--- config.mk ---
export PLATFORM = sky130hd
export DESIGN_NAME = hv_serial_program_frame_engine
export DESIGN_NICKNAME = d
export VERILOG_FILES = /design/src/hdl/hvsp_pkg.sv /design/src/hdl/hvsp_front.sv /design/src/hdl/hvsp_back.sv /design/src/hdl/hv_serial_program_frame_engine.sv
export SDC_FILE = /design/constraint.sdc
export NUM_CORES = 1
export LEC_CHECK = 0
export BUFFER_PORTS_ARGS = -buffer_cell sky130_fd_sc_hd__buf_4
export CORE_MARGIN = 2
export CORE_UTILIZATION = 50
export CTS_CLUSTER_DIAMETER = 50
export DETAILED_ROUTE_END_ITERATION = 16
export HOLD_SLACK_MARGIN = 0.02
export PLACE_DENSITY = 0.71
export SYNTH_ARGS = -nofsm -noshare
export SYNTH_HDL_FRONTEND = slang
export SYNTH_SLANG_ARGS = --single-unit
--- constraint.sdc ---
create_clock -name i_clk -period 3.71 [get_ports i_clk]
set_input_delay 0.1855 -clock i_clk [delete_from_list [all_inputs] [get_ports i_clk]]
set_output_delay 0.1855 -clock i_clk [all_outputs]
set_load 0.02 [all_outputs]
--- src/hdl/hvsp_pkg.sv ---
package hvsp_pkg;

    localparam int DELAY_WIDTH = 16;

    localparam logic [1:0] CFG_HALF_PERIOD = 2'd0;
    localparam logic [1:0] CFG_HIGH_FUSE   = 2'd1;
    localparam logic [1:0] CFG_LOW_FUSE    = 2'd2;

    localparam logic [15:0] HALF_PERIOD_RST = 16'd50;
    localparam logic [7:0]  HIGH_FUSE_RST   = 8'hDF;
    localparam logic [7:0]  LOW_FUSE_RST    = 8'h62;

    localparam logic [3:0] SLOT_LAST_DATA = 4'd8;
    localparam logic [3:0] SLOT_LAST      = 4'd10;

    typedef enum logic [2:0] {
        CMD_IDLE    = 3'd0,
        CMD_RAW     = 3'd1,
        CMD_RD_LOW  = 3'd2,
        CMD_RD_HIGH = 3'd3,
        CMD_RD_EXT  = 3'd4,
        CMD_WR_HIGH = 3'd5,
        CMD_WR_LOW  = 3'd6
    } t_cmd;

    typedef enum logic [1:0] {
        PH_IDLE  = 2'd0,
        PH_READY = 2'd1,
        PH_RUN   = 2'd2
    } t_phase;

    typedef struct packed {
        t_cmd        cmd;
        logic [7:0]  data_byte;
        logic [7:0]  instr_byte;
        logic        sdo_level;
    } t_item;

    typedef struct packed {
        logic        valid;
        t_item       item;
    } t_head;

    typedef struct packed {
        logic        sci_level;
        logic        sdi_level;
        logic        sii_level;
        logic        busy_res;
        logic        waiting_ready;
        logic        done_res;
        logic [7:0]  read_byte;
    } t_result;

    typedef struct packed {
        logic [7:0] data_byte;
        logic [7:0] instr_byte;
    } t_frame;

    function automatic t_frame frame_bytes(t_cmd cmd, logic [1:0] idx);
        t_frame f;
        f = '{data_byte: 8'h00, instr_byte: 8'h00};
        case (cmd)
            CMD_RD_LOW, CMD_RD_HIGH, CMD_RD_EXT: begin
                case (idx)
                    2'd0: f = '{data_byte: 8'h04, instr_byte: 8'h4C};
                    2'd1: f.instr_byte = (cmd == CMD_RD_LOW)  ? 8'h68 :
                                         (cmd == CMD_RD_HIGH) ? 8'h7A : 8'h6A;
                    2'd2: f.instr_byte = (cmd == CMD_RD_LOW)  ? 8'h6C :
                                         (cmd == CMD_RD_HIGH) ? 8'h7E : 8'h6E;
                    default: f.instr_byte = 8'h00;
                endcase
            end
            CMD_WR_HIGH, CMD_WR_LOW: begin
                case (idx)
                    2'd0: f = '{data_byte: 8'h40, instr_byte: 8'h4C};
                    2'd1: f.instr_byte = 8'h2C;
                    2'd2: f.instr_byte = (cmd == CMD_WR_HIGH) ? 8'h74 : 8'h64;
                    default: f.instr_byte = (cmd == CMD_WR_HIGH) ? 8'h7C : 8'h6C;
                endcase
            end
            default: f = '{data_byte: 8'h00, instr_byte: 8'h00};
        endcase
        return f;
    endfunction

    function automatic logic [1:0] frame_last(t_cmd cmd);
        logic [1:0] last;
        case (cmd)
            CMD_RAW:                             last = 2'd0;
            CMD_RD_LOW, CMD_RD_HIGH, CMD_RD_EXT: last = 2'd2;
            default:                             last = 2'd3;
        endcase
        return last;
    endfunction

endpackage

--- src/hdl/hvsp_front.sv ---
module hvsp_front (
    input  logic           i_clk,
    input  logic           i_rst_n,
    input  logic           i_valid,
    output logic           o_stall,
    input  logic [2:0]     i_func,
    input  logic [7:0]     i_data_byte,
    input  logic [7:0]     i_instr_byte,
    input  logic           i_sdo_level,
    input  logic           i_pop,
    output hvsp_pkg::t_head o_head
);
    import hvsp_pkg::*;

    t_item       r_q [2];
    logic        r_wptr;
    logic        r_rptr;
    logic [1:0]  r_count;
    logic        n_wptr;
    logic        n_rptr;
    logic [1:0]  n_count;
    logic        push;
    logic        pop;
    t_item       cls;

    always_comb begin
        cls.data_byte  = i_data_byte;
        cls.instr_byte = i_instr_byte;
        cls.sdo_level  = i_sdo_level;
        unique case (i_func) inside
            CMD_RAW, CMD_RD_LOW, CMD_RD_HIGH, CMD_RD_EXT, CMD_WR_HIGH, CMD_WR_LOW:
                cls.cmd = t_cmd'(i_func);
            default: cls.cmd = CMD_IDLE;
        endcase
    end

    assign o_stall = (r_count == 2'd2);
    assign push    = i_valid && !o_stall;
    assign pop     = i_pop && (r_count != 2'd0);

    always_comb begin
        n_wptr  = push ? ~r_wptr : r_wptr;
        n_rptr  = pop ? ~r_rptr : r_rptr;
        n_count = r_count + 2'(push) - 2'(pop);
    end

    always_ff @(posedge i_clk) begin
        if (!i_rst_n) begin
            r_wptr  <= 1'b0;
            r_rptr  <= 1'b0;
            r_count <= 2'd0;
        end else begin
            r_wptr  <= n_wptr;
            r_rptr  <= n_rptr;
            r_count <= n_count;
        end
    end

    always_ff @(posedge i_clk) begin
        if (push) begin
            r_q[r_wptr] <= cls;
        end
    end

    assign o_head.valid = (r_count != 2'd0);
    assign o_head.item  = r_q[r_rptr];

endmodule

--- src/hdl/hvsp_back.sv ---
module hvsp_back (
    input  logic              i_clk,
    input  logic              i_rst_n,
    input  hvsp_pkg::t_head   i_head,
    output logic              o_pop,
    output logic              o_valid,
    input  logic              i_stall,
    output hvsp_pkg::t_result o_result,
    input  logic              i_cfg_valid,
    input  logic [1:0]        i_cfg_index,
    input  logic [15:0]       i_cfg_data
);
    import hvsp_pkg::*;

    localparam logic [32:0] HALF_LIM = (33'd1 << DELAY_WIDTH) - 33'd1;

    logic [15:0]            r_half_period;
    logic [7:0]             r_high_fuse;
    logic [7:0]             r_low_fuse;

    t_phase                 r_phase, n_phase;
    t_cmd                   r_cmd, n_cmd;
    logic [1:0]             r_frame, n_frame;
    logic [3:0]             r_slot, n_slot;
    logic [DELAY_WIDTH-1:0] r_wait, n_wait;
    logic                   r_clock, n_clock;
    logic [7:0]             r_data, n_data;
    logic [7:0]             r_instr, n_instr;
    logic [7:0]             r_capture, n_capture;
    logic                   n_done;

    t_result                r_out, n_out;
    logic                   r_out_valid;

    logic [DELAY_WIDTH-1:0] eff_half;
    logic [32:0]            half_ext;
    t_cmd                   ld_cmd;
    logic [1:0]             ld_idx;
    t_frame                 frm;
    logic                   start;
    logic [2:0]             sh;
    t_item                  it;

    assign it    = i_head.item;
    assign o_pop = i_head.valid && (!r_out_valid || !i_stall);

    always_comb begin
        half_ext = 33'(r_half_period);
        if (half_ext == 33'd0) begin
            eff_half = DELAY_WIDTH'(1);
        end else if (half_ext > HALF_LIM) begin
            eff_half = DELAY_WIDTH'(HALF_LIM);
        end else begin
            eff_half = DELAY_WIDTH'(half_ext);
        end
    end

    assign ld_cmd = (r_phase == PH_IDLE) ? it.cmd : r_cmd;
    assign ld_idx = (r_phase == PH_IDLE) ? 2'd0 : r_frame + 2'd1;
    assign frm    = frame_bytes(ld_cmd, ld_idx);

    always_comb begin : next_state
        n_phase   = r_phase;
        n_cmd     = r_cmd;
        n_frame   = r_frame;
        n_slot    = r_slot;
        n_wait    = r_wait;
        n_clock   = r_clock;
        n_data    = r_data;
        n_instr   = r_instr;
        n_capture = r_capture;
        n_done    = 1'b0;
        start     = 1'b0;
        if (o_pop) begin
            unique case (r_phase)
                PH_IDLE: begin
                    if (it.cmd != CMD_IDLE) begin
                        n_cmd   = it.cmd;
                        n_frame = 2'd0;
                        start   = 1'b1;
                        if (it.cmd == CMD_RAW) begin
                            n_data  = it.data_byte;
                            n_instr = it.instr_byte;
                        end
                    end
                end
                PH_READY: begin
                    if (it.sdo_level) begin
                        n_phase = PH_RUN;
                        n_slot  = 4'd0;
                        n_clock = 1'b1;
                        n_wait  = DELAY_WIDTH'(1);
                    end
                end
                PH_RUN: begin
                    if (r_wait < eff_half) begin
                        n_wait = r_wait + DELAY_WIDTH'(1);
                    end else if (r_clock) begin
                        n_clock = 1'b0;
                        n_wait  = DELAY_WIDTH'(1);
                    end else if (r_slot < SLOT_LAST) begin
                        n_slot  = r_slot + 4'd1;
                        n_clock = 1'b1;
                        n_wait  = DELAY_WIDTH'(1);
                        if (r_slot < SLOT_LAST_DATA) begin
                            n_capture = {r_capture[6:0], it.sdo_level};
                        end
                    end else if (r_frame < frame_last(r_cmd)) begin
                        n_frame = r_frame + 2'd1;
                        start   = 1'b1;
                    end else begin
                        n_done  = 1'b1;
                        n_phase = PH_IDLE;
                        n_cmd   = CMD_IDLE;
                        n_frame = 2'd0;
                        n_slot  = 4'd0;
                        n_wait  = '0;
                        n_clock = 1'b0;
                    end
                end
                default: n_phase = PH_IDLE;
            endcase
        end
        if (start) begin
            if (n_cmd != CMD_RAW) begin
                n_data  = frm.data_byte;
                n_instr = frm.instr_byte;
                if (n_frame == 2'd1 && n_cmd == CMD_WR_HIGH) begin
                    n_data = r_high_fuse;
                end
                if (n_frame == 2'd1 && n_cmd == CMD_WR_LOW) begin
                    n_data = r_low_fuse;
                end
            end
            n_slot    = 4'd0;
            n_capture = 8'h00;
            if (it.sdo_level) begin
                n_phase = PH_RUN;
                n_clock = 1'b1;
                n_wait  = DELAY_WIDTH'(1);
            end else begin
                n_phase = PH_READY;
                n_clock = 1'b0;
                n_wait  = '0;
            end
        end
    end

    always_comb begin : outputs
        sh                  = 3'(4'd8 - n_slot);
        n_out.sci_level     = 1'b0;
        n_out.sdi_level     = 1'b0;
        n_out.sii_level     = 1'b0;
        n_out.busy_res      = (n_phase != PH_IDLE);
        n_out.waiting_ready = (n_phase == PH_READY);
        n_out.done_res      = n_done;
        n_out.read_byte     = n_done ? r_capture : 8'h00;
        if (n_phase == PH_RUN) begin
            n_out.sci_level = n_clock;
            if (n_slot >= 4'd1 && n_slot <= SLOT_LAST_DATA) begin
                n_out.sdi_level = n_data[sh];
                n_out.sii_level = n_instr[sh];
            end
        end
    end

    always_ff @(posedge i_clk) begin
        if (!i_rst_n) begin
            r_half_period <= HALF_PERIOD_RST;
            r_high_fuse   <= HIGH_FUSE_RST;
            r_low_fuse    <= LOW_FUSE_RST;
        end else if (i_cfg_valid) begin
            unique case (i_cfg_index)
                CFG_HALF_PERIOD: r_half_period <= i_cfg_data;
                CFG_HIGH_FUSE:   r_high_fuse   <= i_cfg_data[7:0];
                CFG_LOW_FUSE:    r_low_fuse    <= i_cfg_data[7:0];
                default: ;
            endcase
        end
    end

    always_ff @(posedge i_clk) begin
        if (!i_rst_n) begin
            r_phase     <= PH_IDLE;
            r_cmd       <= CMD_IDLE;
            r_frame     <= 2'd0;
            r_slot      <= 4'd0;
            r_wait      <= '0;
            r_clock     <= 1'b0;
            r_out_valid <= 1'b0;
        end else begin
            r_phase <= n_phase;
            r_cmd   <= n_cmd;
            r_frame <= n_frame;
            r_slot  <= n_slot;
            r_wait  <= n_wait;
            r_clock <= n_clock;
            if (o_pop) begin
                r_out_valid <= 1'b1;
            end else if (!i_stall) begin
                r_out_valid <= 1'b0;
            end
        end
    end

    always_ff @(posedge i_clk) begin
        r_data    <= n_data;
        r_instr   <= n_instr;
        r_capture <= n_capture;
        if (o_pop) begin
            r_out <= n_out;
        end
    end

    assign o_valid  = r_out_valid;
    assign o_result = r_out;

endmodule

--- src/hdl/hv_serial_program_frame_engine.sv ---
// Flow: an accepted transaction is first written into the queue, then popped from it into
// the result register once that register is free or drained, where its result waits to be taken.
// Throughput: one transaction per cycle; the tick state update in the back end
// takes one queued transaction each cycle the result register is free or drained.
// Reset: synchronous, active low; clears queue, sequencer and result valid, and
// loads half_period 50, high fuse 0xDF, low fuse 0x62.
module hv_serial_program_frame_engine (
    input  logic        i_clk,
    input  logic        i_rst_n,
    input  logic        i_valid,
    output logic        o_stall,
    input  logic [2:0]  i_func,
    input  logic [7:0]  i_data_byte,
    input  logic [7:0]  i_instr_byte,
    input  logic        i_sdo_level,
    output logic        o_valid,
    input  logic        i_stall,
    output logic        o_sci_level,
    output logic        o_sdi_level,
    output logic        o_sii_level,
    output logic        o_busy_res,
    output logic        o_waiting_ready,
    output logic        o_done_res,
    output logic [7:0]  o_read_byte,
    input  logic        i_cfg_valid,
    output logic        o_cfg_ready,
    input  logic [1:0]  i_cfg_index,
    input  logic [15:0] i_cfg_data
);
    import hvsp_pkg::*;

    t_head   head;
    logic    pop;
    t_result result;

    assign o_cfg_ready = 1'b1;

    hvsp_front u_front (
        .i_clk        (i_clk),
        .i_rst_n      (i_rst_n),
        .i_valid      (i_valid),
        .o_stall      (o_stall),
        .i_func       (i_func),
        .i_data_byte  (i_data_byte),
        .i_instr_byte (i_instr_byte),
        .i_sdo_level  (i_sdo_level),
        .i_pop        (pop),
        .o_head       (head)
    );

    hvsp_back u_back (
        .i_clk       (i_clk),
        .i_rst_n     (i_rst_n),
        .i_head      (head),
        .o_pop       (pop),
        .o_valid     (o_valid),
        .i_stall     (i_stall),
        .o_result    (result),
        .i_cfg_valid (i_cfg_valid && o_cfg_ready),
        .i_cfg_index (i_cfg_index),
        .i_cfg_data  (i_cfg_data)
    );

    assign o_sci_level     = result.sci_level;
    assign o_sdi_level     = result.sdi_level;
    assign o_sii_level     = result.sii_level;
    assign o_busy_res      = result.busy_res;
    assign o_waiting_ready = result.waiting_ready;
    assign o_done_res      = result.done_res;
    assign o_read_byte     = result.read_byte;

endmodule

==> results.toml <==
[outcome]
status = "completed"

[worst_setup_path]
worstSetupEndpoint = "u_back.o_result[11]"
crit_family = "compound AO/OA/AOI/OAI gates"
worstPathArrival_ps = 3770
reg2regPathDepth = 17
crit_buf_inv = 3
reg2reg_setup_slack_ps = 120
critical_path_class = "flip-flop to flip-flop"
crit_path_cell_trace = "inv_1 -> ha_1 -> o21ai_1 -> nor2b_1 -> a2111o_1 -> a21o_2 -> and2_1 -> o31a_1 -> nor2_2 -> buf_4 -> ha_1 -> buf_4 -> mux2i_1 -> nand2_1 -> nand2_1 -> a221oi_2 -> a211oi_1"
r2r_end = "u_back.o_result[11]"
crit_start = "u_back.r_half_period[6]"
critPathMaxStageDelay_ps = 420
cpMaxStageDelayCell = "a2111o_1"
crit_path_max_fanout = 7
start_kind = "flip-flop"
cp-end-kind = "flip-flop"
cp.depth = 17
required_ps = 3890
reg2reg_from = "u_back.r_half_period[6]"

[floorplan]
io_pins = 60
dieArea_um2 = 15400
coreArea_um2 = 14000
die_height_um = 124
die_x_um = 124
start_util_pct = 51.5
rows = 43

[placement]
portBuffers = 58
preCtsSetupSlack_ps = 34.6
dp_hpwl_um = 12300
place_area_um2 = 7940
gp_congestion = 0.929

[sta]
tns_ps = 0
setup_viol = 0
worst_slack_ps = 118
timing.final.crit_share_pct = 96.8
fin_crit_ps = 3590
tightest_slew_ps = 1120
fmax_mhz = 278
skew_ps = 6.83
drv_slew = 0
hold_viol_final = 0
whs_ps = 34.7
slew_headroom_pct = 25.3

[routing]
wl_per_cell_um = 16.4
dr.first_iter.drc_count = 443
drt-vias-per-instance = 5.61
drt_wl_total_um = 17300
vias = 5912
drc = 0
ant_nets = 0
firstDrtPassIters = 5

[hold_path]
hold_path.class = "input pin to flip-flop"

[cells_and_area]
num_antenna_cells = 0
n_fill_cell = 1126
final_nets = 935
layout_common_cells = "nand2_1, dfxtp_1, buf_4, nor2_1, edfxtp_1"
finish.instance_area_um2 = 8910
area_growth_syn_to_layout_pct = 23.6
layout_commonest_cell = "nand2_1"
fin_util_pct = 63.7
drive_above_1_share_pct = 19.0

[grt]
grt.busiest_layer = "met2"
use_met1_pct = 29.2
grt_use_met3_pct = 5.59
grt-ovfl-total = 0
grt_max_degree = 33
grt_pass1_vias = 5745
antenna_found_initial = 0
grt_pass1_wl_um = 27800
gr-usage-all-layers_pct = 23.8
grt_use_met2_pct = 39.8

[power_and_ir_drop]
switching_share_pct = 36.9
peakVddDrop_v = 0.000437
seqPwrFrac_pct = 35.3
power.switching_mw = 2.23
leakage_nw = 3.58
power.density_nw_per_um2 = 678
comb_power_share_pct = 37.3
pwr-share-clk_pct = 27.3
p_int_mw = 3.81

[clock_network]
tritoncts = "done"
clock_sinks = 144
htreeDepth = 4
root_buffer = "clkbuf_16"
cts_buffers = 17
clk_latency_ps = 430
clk_pin_slew_worst_paths_ps = 60
clock_tree.buffer_depth = 2

[job]
maxCapViolations = 0

[synth]
yosys_warnings = 0
synth_top_area_share_pct = 25.0
syn_nets = 821
synth_cell_types = 84
synth.avg_cell_area_um2 = 9.64
ys_seq_elements = 144
yosysSeqAreaShare_pct = 47.5
yosys-top-cells-area = "dfxtp_1, edfxtp_1, mux2i_1, ha_1, nand2_1"
yosys.area.top_type = "dfxtp_1"
syn-cell-area_um2 = 7200
synth_top_flop_cell = "dfxtp_1"
synth-edff-count = 54
synthCells = 747
synthArstFlopShare_pct = 0
power groups by stage:
stage	Clock, mW	Combinational (mW)	Sequential, mW
2_1_floorplan	0	1.45	2.19
3_3_place_gp	0	2.12	2.15
3_5_place_dp	0	2.16	2.16
4_1_cts	1.66	2.20	2.13
5_1_grt	1.74	2.48	2.16
6_report	1.65	2.26	2.13
through the flow:
stage               power (mW)  cells
floorplan                 3.65    747
global placement          4.27    983
detailed placement        4.32    983
CTS                       5.99   1046
global route              6.38   1054
finish                    6.04   1054
sequential cells by signal, summed over array words and instances, names as in the netlist, named ones only:
name,cells
u_back.r_instr,8
u_back.r_wait,16
u_back.r_high_fuse,8
u_back.r_data,8
u_back.o_valid,1
u_front.r_wptr,1
u_back.r_half_period,16
u_back.r_low_fuse,8
u_back.r_clock,1
u_back.r_cmd,3
u_back.r_capture,8
u_front.r_q,40
u_back.r_phase,2
u_front.r_count,2
u_front.r_rptr,1
u_back.r_frame,2
u_back.r_slot,4
u_back.o_result,14
metal layers:
metal | routed length (um) | vias up | share of wire [%]
li1 | - | 2911 | -
met1 | 7440 | 2804 | 43
met2 | 8540 | 158 | 49
met3 | 796 | 39 | 4.6
met4 | 542 | 0 | 3.1
met5 | 0 | - | 0
cell usage after synthesis (all sizes together) (11+ instances only):
master and instances:
a21oi 55, a22oi 11, and2 13, clkbuf 17, dfxtp 90, edfxtp 54, ha 31, inv 30
mux2i 41, nand2 101, nand3 18, nor2 84, o21ai 34, xor2 13
area by class of cell:
class	instances	area [um2]	area share, %
multi-input cells	547	3590	40.3
flip-flops and latches	144	3420	38.4
repair buffers	121	986	11.1
clock buffers	18	439	4.93
well taps	180	225	2.53
clock inverters	14	133	1.49
inverters	30	113	1.26
cell families after synthesis:
family | synth area share, %
multiplexers | 6.06
AND/OR/NAND/NOR | 19.2
flip-flops | 47.5
buffers and inverters | 3.18
other | 0.0521
adder cells (fa/ha/maj) | 5.38
XOR/XNOR | 2.17
AO/OA/AOI/OAI | 16.4
worst min-delay path: stages:
cell and delay (ps):
buf_4 80, nand2_1 60, a21oi_1 110
worst min-delay path by stage:
stage                    from                  to  slack, ps  depth (start not counted)
2_1_floorplan     i_sdo_level   u_front.r_q[0][0]        280                          0
3_3_place_gp   i_data_byte[1]  u_front.r_q[0][10]        370                          1
3_5_place_dp   i_data_byte[1]  u_front.r_q[0][10]        370                          1
4_1_cts               i_stall      u_back.o_valid         30                          3
5_1_grt               i_stall      u_back.o_valid         40                          3
6_report              i_stall      u_back.o_valid         30                          3
what timing repair did:
action	in CTS	in global routing
resized for setup	0	5
endpoints found under the hold margin	58	0
buffers inserted	0	8
hold buffers	31	0
setup endpoints to repair	0	2
(Power assumes the default switching activity.)
